$ cat src/hw/rtl/sha256bh_pkg.sv
package sha256bh_pkg;

  typedef enum logic [1:0] {
    BYTE_DATA,
    BYTE_PAD,
    BYTE_ZERO,
    BYTE_LEN
  } byte_sel_t;

  typedef struct packed {
    logic      shift_en;
    byte_sel_t byte_sel;
    logic [2:0] len_idx;
    logic      count_en;
    logic      load_work;
    logic      round_en;
    logic [5:0] round_idx;
    logic      fold;
    logic      hash_init;
    logic [2:0] out_idx;
  } dp_cmd_t;

  localparam logic [31:0] INIT_H [8] = '{
    32'h6a09e667, 32'hbb67ae85, 32'h3c6ef372, 32'ha54ff53a,
    32'h510e527f, 32'h9b05688c, 32'h1f83d9ab, 32'h5be0cd19
  };

  localparam logic [31:0] ROUND_K [64] = '{
    32'h428a2f98, 32'h71374491, 32'hb5c0fbcf, 32'he9b5dba5,
    32'h3956c25b, 32'h59f111f1, 32'h923f82a4, 32'hab1c5ed5,
    32'hd807aa98, 32'h12835b01, 32'h243185be, 32'h550c7dc3,
    32'h72be5d74, 32'h80deb1fe, 32'h9bdc06a7, 32'hc19bf174,
    32'he49b69c1, 32'hefbe4786, 32'h0fc19dc6, 32'h240ca1cc,
    32'h2de92c6f, 32'h4a7484aa, 32'h5cb0a9dc, 32'h76f988da,
    32'h983e5152, 32'ha831c66d, 32'hb00327c8, 32'hbf597fc7,
    32'hc6e00bf3, 32'hd5a79147, 32'h06ca6351, 32'h14292967,
    32'h27b70a85, 32'h2e1b2138, 32'h4d2c6dfc, 32'h53380d13,
    32'h650a7354, 32'h766a0abb, 32'h81c2c92e, 32'h92722c85,
    32'ha2bfe8a1, 32'ha81a664b, 32'hc24b8b70, 32'hc76c51a3,
    32'hd192e819, 32'hd6990624, 32'hf40e3585, 32'h106aa070,
    32'h19a4c116, 32'h1e376c08, 32'h2748774c, 32'h34b0bcb5,
    32'h391c0cb3, 32'h4ed8aa4a, 32'h5b9cca4f, 32'h682e6ff3,
    32'h748f82ee, 32'h78a5636f, 32'h84c87814, 32'h8cc70208,
    32'h90befffa, 32'ha4506ceb, 32'hbef9a3f7, 32'hc67178f2
  };

endpackage

$ cat src/hw/rtl/sha256bh_in_if.sv
interface sha256bh_in_if;
  logic       valid;
  logic       ready;
  logic       func;
  logic [7:0] data_byte;

  modport source (output valid, output func, output data_byte, input ready);
  modport sink (input valid, input func, input data_byte, output ready);
endinterface

$ cat src/hw/rtl/sha256bh_out_if.sv
interface sha256bh_out_if;
  logic        valid;
  logic        ready;
  logic [31:0] digest_word;
  logic [2:0]  word_index;
  logic        last;

  modport source (output valid, output digest_word, output word_index, output last,
                  input ready);
  modport sink (input valid, input digest_word, input word_index, input last,
                output ready);
endinterface

$ cat src/hw/rtl/sha256_byte_stream_hasher_core.sv
// SHA-256 hasher fed one message byte per request on the msg channel.
// A request with func low appends data_byte to the current message; a
// request with func high closes the message, pads it and returns the digest
// on the digest channel as eight requests, H0 first, last set on the eighth.
// The byte that completes a 64-byte block starts the compression: 64 rounds
// through the single round unit, then a fold of the result into the hash
// words. msg is not ready during the compression, so no new byte is taken
// until the block has been folded into the hash words.
// A finish request shifts in the marker and zero padding at one byte a cycle
// up to byte 56 (through an extra compression when the marker lands beyond
// byte 56), then the eight length bytes and a final compression, after which
// the digest words are offered.
// While the receiver holds ready low the current digest word stays on the
// port and no further request is taken until the eighth word has gone.
// After that the hash state is reinitialised for the next message.
// Reset loads the initial hash values and clears all counts; msg ready is
// already high while reset is still held.
module sha256_byte_stream_hasher_core (
  input logic            clk,
  input logic            rst,
  sha256bh_in_if.sink    msg,
  sha256bh_out_if.source digest
);
  import sha256bh_pkg::*;

  dp_cmd_t    cmd;
  logic       out_last;
  logic [2:0] out_idx;

  sha256bh_ctrl u_ctrl (
    .clk       (clk),
    .rst       (rst),
    .in_valid  (msg.valid),
    .in_func   (msg.func),
    .in_ready  (msg.ready),
    .out_valid (digest.valid),
    .out_ready (digest.ready),
    .out_last  (out_last),
    .out_idx   (out_idx),
    .cmd       (cmd)
  );

  sha256bh_datapath u_datapath (
    .clk         (clk),
    .rst         (rst),
    .data_byte   (msg.data_byte),
    .cmd         (cmd),
    .digest_word (digest.digest_word)
  );

  assign digest.word_index = out_idx;
  assign digest.last       = out_last;

endmodule

$ cat src/hw/rtl/sha256bh_ctrl.sv
module sha256bh_ctrl (
  input  logic                  clk,
  input  logic                  rst,
  input  logic                  in_valid,
  input  logic                  in_func,
  output logic                  in_ready,
  output logic                  out_valid,
  input  logic                  out_ready,
  output logic                  out_last,
  output logic [2:0]            out_idx,
  output sha256bh_pkg::dp_cmd_t cmd
);
  import sha256bh_pkg::*;

  typedef enum logic [2:0] {
    S_IDLE,
    S_COMP,
    S_FOLD,
    S_PAD_ZERO,
    S_PAD_LEN,
    S_EMIT
  } state_t;

  typedef enum logic [1:0] {
    M_ABSORB,
    M_PAD,
    M_FINAL
  } mode_t;

  state_t     state;
  mode_t      mode;
  logic [5:0] fill;
  logic [5:0] round;
  logic [2:0] step;
  logic       in_accept;
  logic       out_accept;

  assign in_ready   = (state == S_IDLE);
  assign out_valid  = (state == S_EMIT);
  assign out_idx    = step;
  assign out_last   = (step == 3'd7);
  assign in_accept  = in_valid && in_ready;
  assign out_accept = out_valid && out_ready;

  always_comb begin
    cmd           = '0;
    cmd.byte_sel  = BYTE_ZERO;
    cmd.len_idx   = step;
    cmd.round_idx = round;
    cmd.out_idx   = step;
    case (state)
      S_IDLE: begin
        if (in_accept) begin
          cmd.shift_en  = 1'b1;
          cmd.byte_sel  = in_func ? BYTE_PAD : BYTE_DATA;
          cmd.count_en  = !in_func;
          cmd.load_work = (fill == 6'd63);
        end
      end
      S_COMP: cmd.round_en = 1'b1;
      S_FOLD: cmd.fold = 1'b1;
      S_PAD_ZERO: begin
        if (fill != 6'd56) begin
          cmd.shift_en  = 1'b1;
          cmd.load_work = (fill == 6'd63);
        end
      end
      S_PAD_LEN: begin
        cmd.shift_en  = 1'b1;
        cmd.byte_sel  = BYTE_LEN;
        cmd.load_work = (step == 3'd7);
      end
      S_EMIT: cmd.hash_init = out_accept && (step == 3'd7);
      default: ;
    endcase
  end

  always_ff @(posedge clk) begin
    if (rst) begin
      state <= S_IDLE;
      mode  <= M_ABSORB;
      fill  <= '0;
      round <= '0;
      step  <= '0;
    end else begin
      case (state)
        S_IDLE: begin
          if (in_accept) begin
            fill <= fill + 6'd1;
            if (in_func) begin
              // A marker byte that completes the block forces an extra block.
              if (fill == 6'd63) begin
                mode  <= M_PAD;
                state <= S_COMP;
              end else begin
                state <= S_PAD_ZERO;
              end
            end else if (fill == 6'd63) begin
              mode  <= M_ABSORB;
              state <= S_COMP;
            end
          end
        end
        S_COMP: begin
          round <= round + 6'd1;
          if (round == 6'd63) begin
            state <= S_FOLD;
          end
        end
        S_FOLD: begin
          case (mode)
            M_ABSORB: state <= S_IDLE;
            M_PAD:    state <= S_PAD_ZERO;
            M_FINAL: begin
              step  <= '0;
              state <= S_EMIT;
            end
            default:  state <= S_IDLE;
          endcase
        end
        S_PAD_ZERO: begin
          if (fill == 6'd56) begin
            step  <= '0;
            state <= S_PAD_LEN;
          end else begin
            fill <= fill + 6'd1;
            if (fill == 6'd63) begin
              mode  <= M_PAD;
              state <= S_COMP;
            end
          end
        end
        S_PAD_LEN: begin
          step <= step + 3'd1;
          if (step == 3'd7) begin
            mode  <= M_FINAL;
            state <= S_COMP;
          end
        end
        S_EMIT: begin
          if (out_accept) begin
            step <= step + 3'd1;
            if (step == 3'd7) begin
              fill  <= '0;
              mode  <= M_ABSORB;
              state <= S_IDLE;
            end
          end
        end
        default: state <= S_IDLE;
      endcase
    end
  end

endmodule

$ cat src/hw/rtl/sha256bh_datapath.sv
module sha256bh_datapath (
  input  logic                  clk,
  input  logic                  rst,
  input  logic [7:0]            data_byte,
  input  sha256bh_pkg::dp_cmd_t cmd,
  output logic [31:0]           digest_word
);
  import sha256bh_pkg::*;

  function automatic logic [31:0] ror(input logic [31:0] x, input int unsigned s);
    logic [63:0] d;
    d = {x, x} >> s;
    return d[31:0];
  endfunction

  // The 64-byte block fills as a shift line, first byte at the top, and the
  // same storage then rolls as the 16-word message schedule.
  logic [511:0] blk;
  logic [31:0]  hash [8];
  logic [31:0]  work [8];
  logic [60:0]  total;

  logic [63:0]  len_bits;
  logic [7:0]   byte_in;
  logic [31:0]  w0, w1, w9, w14, w_new;
  logic [31:0]  s0, s1, ch, maj, t1, t2;

  assign len_bits = {total, 3'b000};
  assign w0  = blk[511:480];
  assign w1  = blk[479:448];
  assign w9  = blk[223:192];
  assign w14 = blk[63:32];

  always_comb begin
    case (cmd.byte_sel)
      BYTE_DATA: byte_in = data_byte;
      BYTE_PAD:  byte_in = 8'h80;
      BYTE_LEN:  byte_in = len_bits[{~cmd.len_idx, 3'b000} +: 8];
      default:   byte_in = 8'h00;
    endcase
  end

  always_comb begin
    w_new = (ror(w14, 17) ^ ror(w14, 19) ^ (w14 >> 10)) + w9
          + (ror(w1, 7) ^ ror(w1, 18) ^ (w1 >> 3)) + w0;
    s1  = ror(work[4], 6) ^ ror(work[4], 11) ^ ror(work[4], 25);
    s0  = ror(work[0], 2) ^ ror(work[0], 13) ^ ror(work[0], 22);
    ch  = (work[4] & work[5]) ^ (~work[4] & work[6]);
    maj = (work[0] & work[1]) ^ (work[0] & work[2]) ^ (work[1] & work[2]);
    t1  = work[7] + s1 + ch + ROUND_K[cmd.round_idx] + w0;
    t2  = s0 + maj;
  end

  assign digest_word = hash[cmd.out_idx];

  always_ff @(posedge clk) begin
    if (cmd.shift_en) begin
      blk <= {blk[503:0], byte_in};
    end else if (cmd.round_en) begin
      blk <= {blk[479:0], w_new};
    end
    if (cmd.load_work) begin
      work <= hash;
    end else if (cmd.round_en) begin
      work <= '{t1 + t2, work[0], work[1], work[2], work[3] + t1,
                work[4], work[5], work[6]};
    end
  end

  always_ff @(posedge clk) begin
    if (rst || cmd.hash_init) begin
      hash  <= INIT_H;
      total <= '0;
    end else begin
      if (cmd.count_en) begin
        total <= total + 61'd1;
      end
      if (cmd.fold) begin
        for (int i = 0; i < 8; i++) begin
          hash[i] <= hash[i] + work[i];
        end
      end
    end
  end

endmodule

$ cat src/flat_wrapper.sv
// flat-port wrapper written by rule: the top's interface ports become plain ports
module sha256_byte_stream_hasher_core_flat import sha256bh_pkg::*;
  (clk, rst, msg_valid, msg_func, msg_data_byte, msg_ready, digest_valid, digest_digest_word, digest_word_index, digest_last, digest_ready);
  sha256bh_in_if msg_i ();
  sha256bh_out_if digest_i ();
  input logic clk;
  input logic rst;
  input wire logic [$bits(msg_i.valid)-1:0] msg_valid;
  input wire logic [$bits(msg_i.func)-1:0] msg_func;
  input wire logic [$bits(msg_i.data_byte)-1:0] msg_data_byte;
  output wire logic [$bits(msg_i.ready)-1:0] msg_ready;
  output wire logic [$bits(digest_i.valid)-1:0] digest_valid;
  output wire logic [$bits(digest_i.digest_word)-1:0] digest_digest_word;
  output wire logic [$bits(digest_i.word_index)-1:0] digest_word_index;
  output wire logic [$bits(digest_i.last)-1:0] digest_last;
  input wire logic [$bits(digest_i.ready)-1:0] digest_ready;
  assign msg_i.valid = msg_valid;
  assign msg_i.func = msg_func;
  assign msg_i.data_byte = msg_data_byte;
  assign msg_ready = msg_i.ready;
  assign digest_valid = digest_i.valid;
  assign digest_digest_word = digest_i.digest_word;
  assign digest_word_index = digest_i.word_index;
  assign digest_last = digest_i.last;
  assign digest_i.ready = digest_ready;
  sha256_byte_stream_hasher_core u_core (.clk(clk), .rst(rst), .msg(msg_i), .digest(digest_i));
endmodule
$ cat config.mk
export PLATFORM = sky130hd
export DESIGN_NAME = sha256_byte_stream_hasher_core_flat
export DESIGN_NICKNAME = d
export VERILOG_FILES = /design/src/hw/rtl/sha256bh_pkg.sv /design/src/hw/rtl/sha256bh_in_if.sv /design/src/hw/rtl/sha256bh_out_if.sv /design/src/hw/rtl/sha256_byte_stream_hasher_core.sv /design/src/hw/rtl/sha256bh_ctrl.sv /design/src/hw/rtl/sha256bh_datapath.sv /design/src/flat_wrapper.sv
export SDC_FILE = /design/constraint.sdc
export NUM_CORES = 2
export LEC_CHECK = 0
export ABC_CLOCK_PERIOD_IN_PS = 32900
export BUFFER_PORTS_ARGS = -buffer_cell sky130_fd_sc_hd__buf_2
export CAP_MARGIN = 40
export CORE_ASPECT_RATIO = 0.9
export CORE_MARGIN = 2
export CORE_UTILIZATION = 45
export CTS_CLUSTER_SIZE = 25
export DETAILED_ROUTE_END_ITERATION = 12
export GPL_TIMING_DRIVEN = 0
export SLEW_MARGIN = 30
export SYNTH_ARGS = -nofsm -noshare
export SYNTH_HDL_FRONTEND = slang
export SYNTH_HIERARCHICAL = 1
export SYNTH_SLANG_ARGS = --single-unit
$ cat constraint.sdc
create_clock -name clk -period 32.9 [get_ports clk]
set_clock_uncertainty 0.2 [all_clocks]
set_input_delay 8.225 -clock clk [delete_from_list [all_inputs] [get_ports clk]]
set_output_delay 8.225 -clock clk [all_outputs]
set_load 0.03 [all_outputs]
==> impl_metrics.toml <==
[status]
outcome = "finished, final reports clean"

[clock_tree]
post_cts_setup_inserts = 0
path_clk_slew_ns = 0.06
cts_max_path_buffers = 3
cts_max_level = 4
numClockSinks = 1105
cts_buffers = 130
clock_tree_from_tritoncts = "built"
post_cts_resize_count = 0
insertion_delay_ns = 0.78
cts-hold-fix-buffers = 0
cts-root-buf = "clkbuf_16"

[drt]
drcViolationCount = 0
detail_route.wirelength_mm = 273
drtIter0Drc = 7317
drt-pass1-iter-count = 6
avgRoutedWirePerCell_um = 28.8
vias_per_cell = 6.14
detail-route-antenna-nets = 0
num_vias = 58175

[timing]
slew_headroom = 0.333
setup_repair_after_global_routing_missed_its_margin = "false"
min_period_over_period = 0.377
drv_slew = 0
max_slew.worst_pin.slew_ns = 0.995
fin_crit_ns = 12.40
fin_setup_tns_ns = 0
final-setup-viol-count = 0
maxClockFrequency_mhz = 80.6
timing.final.hold_violations = 0

[worst_setup_path]
critical-path-max-stage-delay_ns = 0.74
slowest_stage = "dfxtp_1"
end_kind = "flip-flop"
cp-start-kind = "flip-flop"
critPathKind = "flip-flop to flip-flop"
crit_required_ns = 33.21
path_max_fanout = 16
cp.arrival_ns = 12.71

[yosys]
synth.cell_area_um2 = 74300
yosys_warnings = 6
postSynth.asyncResetShare = 0
synth_cell_type_count = 98
post_synth_main_area_contributors = "edfxtp_1 31%, mux2_2 11%, dfxtp_1 9.1%, ha_1 6.7%, fa_1 5.3%"
synth_top_cell_area_share = 0.311
synth.ff_latch_count = 1105
synth-edff-count = 768
synth-main-ff-cell = "edfxtp_1"
synthesis.instances = 6946
mean_cell_area_of_the_mapped_netlist_um2 = 10.7
fraction_of_the_yosys_area_taken_by_sequential_cells = 0.401
synth_nets = 7552
synth_top_cell_by_area = "edfxtp_1"

[floorplanning]
num_io_pins = 51
die_height_um = 389
die-width_um = 432
dieArea_um2 = 168000
coreArea_um2 = 164000
floorplan.initialDensity = 0.453
core.rowCount = 141

[finish]
flip_flop_and_latch_area_um2 = 29800
multi_input_comb_area_um2 = 41700
fillCellCount = 14991
num-nets-final = 7827
flow.area_growth_from_synthesis_pct = 11.8
final_layout_size_suffix_gt1_frac = 0.169
finalCoreUtilization = 0.506

[min_path]
timing.hold.worst.class = "flip-flop to flip-flop"

[global_routing]
grtUsageTotal = 0.316
first_global_vias = 53857
global_route.overflow_total = 0
grt_first_pass_wirelength_mm = 385
grt_start_max_net_pins = 50
number_of_antenna_violations_at_the_first_check_in_global_routing = 10

[place]
placer_congestion = 1.02
place.detailed.hpwl_mm = 215
portBuffers = 50

[job]
max-cap-violations = 0
[per-layer routing]
| metal | GRT usage | vias to the layer above | part of all wire |
|---|---|---|---|
| met5 | 0.00460 | - | 0.00046 |
| met3 | 0.0903 | 453 | 0.11 |
| met4 | 0.0913 | 5 | 0.030 |
| met1 | 0.478 | 29083 | 0.46 |
| met2 | 0.434 | 2886 | 0.40 |
| li1 | - | 25748 | - |
[placed cells by master, fill, tap and decap left out, types with 133 or more instances in the layout]
| master | instances |
|---|---|
| dfxtp_1 | 337 |
| xnor2_1 | 365 |
| nand2_1 | 486 |
| inv_1 | 380 |
| mux2_2 | 694 |
| clkbuf_1 | 260 |
| a21oi_1 | 437 |
| ha_1 | 398 |
| fa_1 | 195 |
| a21o_1 | 174 |
| o21ai_0 | 455 |
| xor2_1 | 242 |
| nor2_1 | 417 |
| mux2i_1 | 133 |
| clkbuf_16 | 137 |
| edfxtp_1 | 768 |
[layout make-up]
cell class	count	area share
Clock inverter	61	0.00729
Timing Repair Buffer	143	0.0205
Inverter	385	0.0174
Sequential cell	1105	0.359
Buffer	338	0.0167
Tap cell	2145	0.0323
Antenna cell	3	0.0000904
Multi-Input combinational cell	5118	0.503
Clock buffer	173	0.0442
[sequential cells by signal, indices dropped and copies added (netlist names)]
register and flops:
u_core/u_ctrl/fill 6, u_core/u_ctrl/mode 2, u_core/u_ctrl/out_idx 3, u_core/u_ctrl/round 6, u_core/u_ctrl/state 3, u_core/u_datapath/blk 512
u_core/u_datapath/hash 256, u_core/u_datapath/total 61, u_core/u_datapath/work 256
[worst max-delay path: cells and delay by family, from the launching register on]
family | cells | cell delay, ns
AOI/OAI and AO/OA | 16 | 3.64
adders and majority gates | 8 | 3.21
buffers and inverters | 9 | 2.25
and+or+nand+nor | 5 | 1.43
DFF | 1 | 0.74
xor gates and xnor gates | 2 | 0.64
[synth_stat cells, drive strengths merged (48+ instances only)]
master,instances
nand2,486
nor3,86
dfxtp,337
nor2b,53
a31oi,53
clkbuf,282
mux2i,133
o211ai,48
and3,53
a211oi,49
nand2b,71
a21oi,439
ha,398
fa,195
mux2,694
buf,56
nand3,94
o21a,68
o21ai,477
inv,383
o21bai,54
a21o,174
xor2,242
xnor2,365
nor2,419
edfxtp,768
mux4,88
[path summary, 6_finish.rpt]
path                           from                     endpoint  slack, ns  depth (start not counted)
min reg2reg   u_core/u_ctrl/fill[3]        u_core/u_ctrl/fill[3]       0.30                          2
max          u_core/u_ctrl/round[1]  u_core/u_datapath/work[255]      20.50                         40
max reg2reg  u_core/u_ctrl/round[1]  u_core/u_datapath/work[255]      20.50                         40
min           u_core/u_ctrl/fill[3]        u_core/u_ctrl/fill[3]       0.30                          2
[logic make-up after synthesis]
group | count (synthesis) | synth area share
and+or+nand+nor | 1418 | 0.0875
adders and majority gates | 613 | 0.122
DFF | 1105 | 0.401
xor gates and xnor gates | 607 | 0.0716
AOI/OAI and AO/OA | 1565 | 0.130
muxes | 915 | 0.150
buffers and inverters | 723 | 0.0371
[stage by stage]
step           std cells  cell area [µm²]  setup slack [ns]  hold WS, ns
6_report            9471            83100             20.50        0.295
5_1_grt             9470            83100             20.21        0.329
4_1_cts             9452            82900             20.47        0.296
3_5_place_dp        9218            78600             19.91        0.285
3_3_place_gp        9141            77200             12.52        0.278
2_1_floorplan       6946            74300             16.75        0.251
Power is not shown: default switching activity piles up to over one toggle a cycle in this logic, so the estimate is an artifact.
